File: src/rtl/core/hcpd_ram.sv
// generic single write port ram with registered read
`timescale 1ns / 1ps
`default_nettype none
module hcpd_ram #(
   parameter int WIDTH = 8,
   parameter int DEPTH = 16,
   localparam int AW = (DEPTH > 1) ? $clog2(DEPTH) : 1
) (
   input  wire logic             clock,
   input  wire logic             we,
   input  wire logic [AW-1:0]    waddr,
   input  wire logic [WIDTH-1:0] wdata,
   input  wire logic [AW-1:0]    raddr,
   output logic      [WIDTH-1:0] rdata
);

   logic [WIDTH-1:0] mem_ff [DEPTH];
   logic [WIDTH-1:0] rdata_ff;

   // write and registered read
   always_ff @(posedge clock) begin
      if (we) begin
         mem_ff[waddr] <= wdata;
      end
      rdata_ff <= mem_ff[raddr];
   end

   assign rdata = rdata_ff;

endmodule
`default_nettype wire

File: config.mk
export PLATFORM = sky130hd
export DESIGN_NAME = hcpd_ram
export DESIGN_NICKNAME = d
export VERILOG_FILES = /design/src/rtl/core/hcpd_ram.sv
export SDC_FILE = /design/constraint.sdc
export NUM_CORES = 1
export LEC_CHECK = 0
export BUFFER_PORTS_ARGS = -buffer_cell sky130_fd_sc_hd__buf_4
export CAP_MARGIN = 25
export CORE_ASPECT_RATIO = 0.75
export CORE_MARGIN = 2
export CORE_UTILIZATION = 45
export DETAILED_ROUTE_END_ITERATION = 10
export PLACE_DENSITY = 0.72
export SLEW_MARGIN = 25
export SYNTH_ARGS = -nofsm -noshare
export SYNTH_HDL_FRONTEND = slang
export SYNTH_SLANG_ARGS = --single-unit
File: constraint.sdc
create_clock -name clock -period 1.8 [get_ports clock]
set_input_delay 0.27 -clock clock [delete_from_list [all_inputs] [get_ports clock]]
set_output_delay 0.27 -clock clock [all_outputs]
set_load 0.01 [all_outputs]
# Word-level counts from Yosys, hierarchy flattened
# Memory sizes are Yosys's and may differ from the RTL's. A register that Yosys moved wholly into a read port is not among the register bits.
# Cells that the tools add are included.
dict set report totals {
  mem_bits_rw 128
  regBits 0
  out_inout_bits 8
  inputBits 18
  word_cells 3
  n_memories 1
}
dict set report classes {
  mux 2
}
# memory depth word_bits rd rd_ports_with_merged_regs wr line_no
set memory_table {}
lappend memory_table {mem_ff 16 8 1 1 1 17} ;# logic [WIDTH-1:0] mem_ff [DEPTH];
# operator n
set ops {}
lappend ops {{1-bit 2-to-1 mux} 2}

# Longest topological paths before layout
dict set report depth {
  word_depth 2
  depth_mapped 5
  depth_no_buf 3
}

# Least setup slack after synthesis
# No wires, ideal clock.
dict set report synth_path {
  kind {input port to flip-flop}
  from {input port waddr[2]}
  to {memory mem_ff[0][0], enable pin}
  n_path_buf 0
  setup_slack_ns 0.037
  setup_time_ns 0.383
  required_time_ns 1.417
  arrival_time_ns 1.380
  stages 2
  cell_sequence {or3b_2 nor3_1}
}
# item line_no
set synth_lines {}
lappend synth_lines {{start: declaration} 11} ;# input wire logic [AW-1:0] waddr,
lappend synth_lines {{end: declaration} 17}
# Straight into the memory's write port.

==> metrics.yaml <==
synth_top_area_share_pct: 74.7
root_buffer: "clkbuf_16"
start_kind: "flop"
drcViolationCount: 0
synth_edf_count: 128
postSynthCellCount: 229
power_frac_seq_pct: 46.7
syn_area_mm2: 0.00515
firstDrtPassIters: 4
wirelength_mm: 9.96
dieWidth_um: 127
dpl_worst_slack_ns: 0.0903
clockBufferDepth: 2
finalHoldViolations: 0
routedWlPerCell_um: 22.8
fin_util_pct: 56.7
setup_viol: 0
netlist-cell-type-count: 19
slew_headroom_pct: 74.3
numClockSinks: 136
ant_nets: 0
pin_count: 26
fillers: 784
power_frac_comb_pct: 4.7
port_buffers: 25
tns_ns: 0
vias_per_cell: 5.58
fin_skew_ns: 0.00511
initial_core_util_pct: 46.7
slew_viol_final: 0
fmax_mhz: 725
nets: 302
fin_cells: 437
grt_pass1_wl_mm: 15.3
hold_class: "input port to flop"
end_kind: "flop"
fin_crit_sh_pct: 76.6
min_from: "wdata[6]"
die-area_mm2: 0.0123
cts_setup_buffers: 0
synth.area.top_cells: "edfxtp_1 75%, mux4_2 7.9%, mux4_1 7.1%, dfxtp_1 3.1%, a22oi_1 2.3%"
via_count: 2440
synth-async-reset-ratio_pct: 0
p_leak_nw: 2.14
syn_area_per_cell_um2: 22.5
required_ns: 2.09
cts_made_buffers: 17
p_int_mw: 6.15
setup.worst_path.start: "mem_ff[1][3]$_DFFE_PP_"
setup_slack_ns: 0.421
multi_input_area_mm2: 0.00106
synth_top_area_cell: "edfxtp_1"
p_sw_mw: 1.49
powerDensity_mw_per_mm2: 1220
syn_to_final_growth_pct: 21.5
min_period_ns: 1.38
power_switching_share_pct: 19.5
diodes: 0
yosys_warnings: 0
r2r_start: "mem_ff[1][3]$_DFFE_PP_"
grt_usage_pct: 17.7
ys_ff_latch: 136
gp_congestion: 0.775
htree_levels: 4
clk_latency_ns: 0.41
ys_seq_area_share_pct: 77.8
cap_violations: 0
path_max_fanout: 1
synthMostInstantiatedCell: "edfxtp_1"
worstMarginPinSlew_ns: 0.386
drtIter0Drc: 229
grt_pass1_vias: 2555
core_area_mm2: 0.0110
ir_drop_uv: 742
die_height_um: 96.6
rsz0062_at_grt: "false"
seq_area_mm2: 0.00400
num_rows: 33
ctsHoldBuffers: 0
status: "completed"
worstPathArrival_ns: 1.67
cts_tree: "built"
ys_top_cells_by_count: "128 x edfxtp_1, 18 x mux4_2, 16 x a22oi_1"
syn_nets: 247
dp_cells: 405
antenna_found_initial: 0
path_class: "flop to flop"
hpwlAfterDp_mm: 6.22
synth_flop_cell: "edfxtp_1"
grt_max_degree: 20
drive_gt1_share_pct: 31.6
overflow: 0
cts_resized: 0
power_frac_clock_pct: 48.5
path_clk_slew_ns: 0.06
==> worst max-delay path: stages, from the launching register on <==
cell	delay [ns]
edfxtp_1	0.39
mux4_1	0.55
a22oi_1	0.23
nand2_1	0.09
==> power by group through the flow <==
stage          registers [mW]  logic [mW]  clock network (mW)
2_1_floorplan            3.63       0.180                   0
3_3_place_gp             3.63       0.357                   0
3_5_place_dp             3.63       0.366                   0
4_1_cts                  3.57       0.368                3.75
5_1_grt                  3.57       0.391                3.92
6_report                 3.57       0.362                3.70
==> kinds of logic after synthesis <==
kind of cell | Yosys count | share of synthesized area, %
mux | 32 | 15.0
flops | 136 | 77.8
simple gates | 35 | 3.18
buf+inv | 10 | 1.68
compound gates | 16 | 2.33
==> flip-flops by register name, indices dropped and copies added, names as in the netlist <==
| signal | count |
|---|---|
| rdata | 8 |
| mem_ff | 128 |
==> final timing paths <==
check / slack, ns / cells after the start / endpoint
max reg2reg: 0.42 / 3 / rdata[3]$_DFF_P_
min: 0.17 / 1 / mem_ff[10][6]$_DFFE_PP_
max: 0.42 / 3 / rdata[3]$_DFF_P_
min reg2reg: 0.69 / 3 / rdata[4]$_DFF_P_
==> per-stage QoR <==
step	hold WS, ns	area, um^2	power, mW
floorplan	0.369	5150	3.81
global route	0.164	6250	7.88
detailed placement	0.588	5620	4.00
finish	0.169	6250	7.63
CTS	0.157	6250	7.68
global placement	0.578	5620	3.98
==> layer usage <==
layer	vias to the layer above	GRT usage [%]	share of wire (%)
met1	1272	26.1	48
met5	-	0	0
met4	0	7.35	1.6
li1	1080	-	-
met2	73	25.2	44
met3	15	4.87	5.7
==> final cells by class <==
cell class                      instances  area share (%)
Clock buffer                           17            6.80
Clock inverter                         15            3.32
Multi-Input combinational cell         83            16.9
Sequential cell                       136            64.0
Tap cell                              140            2.80
Timing Repair Buffer                   46            6.12
==> cell usage in the layout, fill, tap and decap left out <==
master / netlist / final
a22oi_1: 16 / 16
and2_1: 1 / 1
and2b_1: 1 / 1
buf_12: 0 / 3
buf_4: 1 / 43
bufinv_16: 0 / 5
clkbuf_16: 0 / 17
clkinv_1: 0 / 3
clkinv_2: 0 / 3
clkinv_4: 0 / 1
clkinvlp_4: 0 / 3
dfxtp_1: 8 / 8
edfxtp_1: 128 / 128
mux4_1: 14 / 14
mux4_2: 18 / 18
nand2_1: 9 / 9
nand2b_1: 2 / 2
nand3_1: 1 / 1
nand3b_1: 2 / 2
nor2_1: 13 / 13
nor2b_1: 1 / 1
nor3_1: 4 / 4
or3b_2: 1 / 1
No activity file was read; power rests on OpenSTA's default activity.
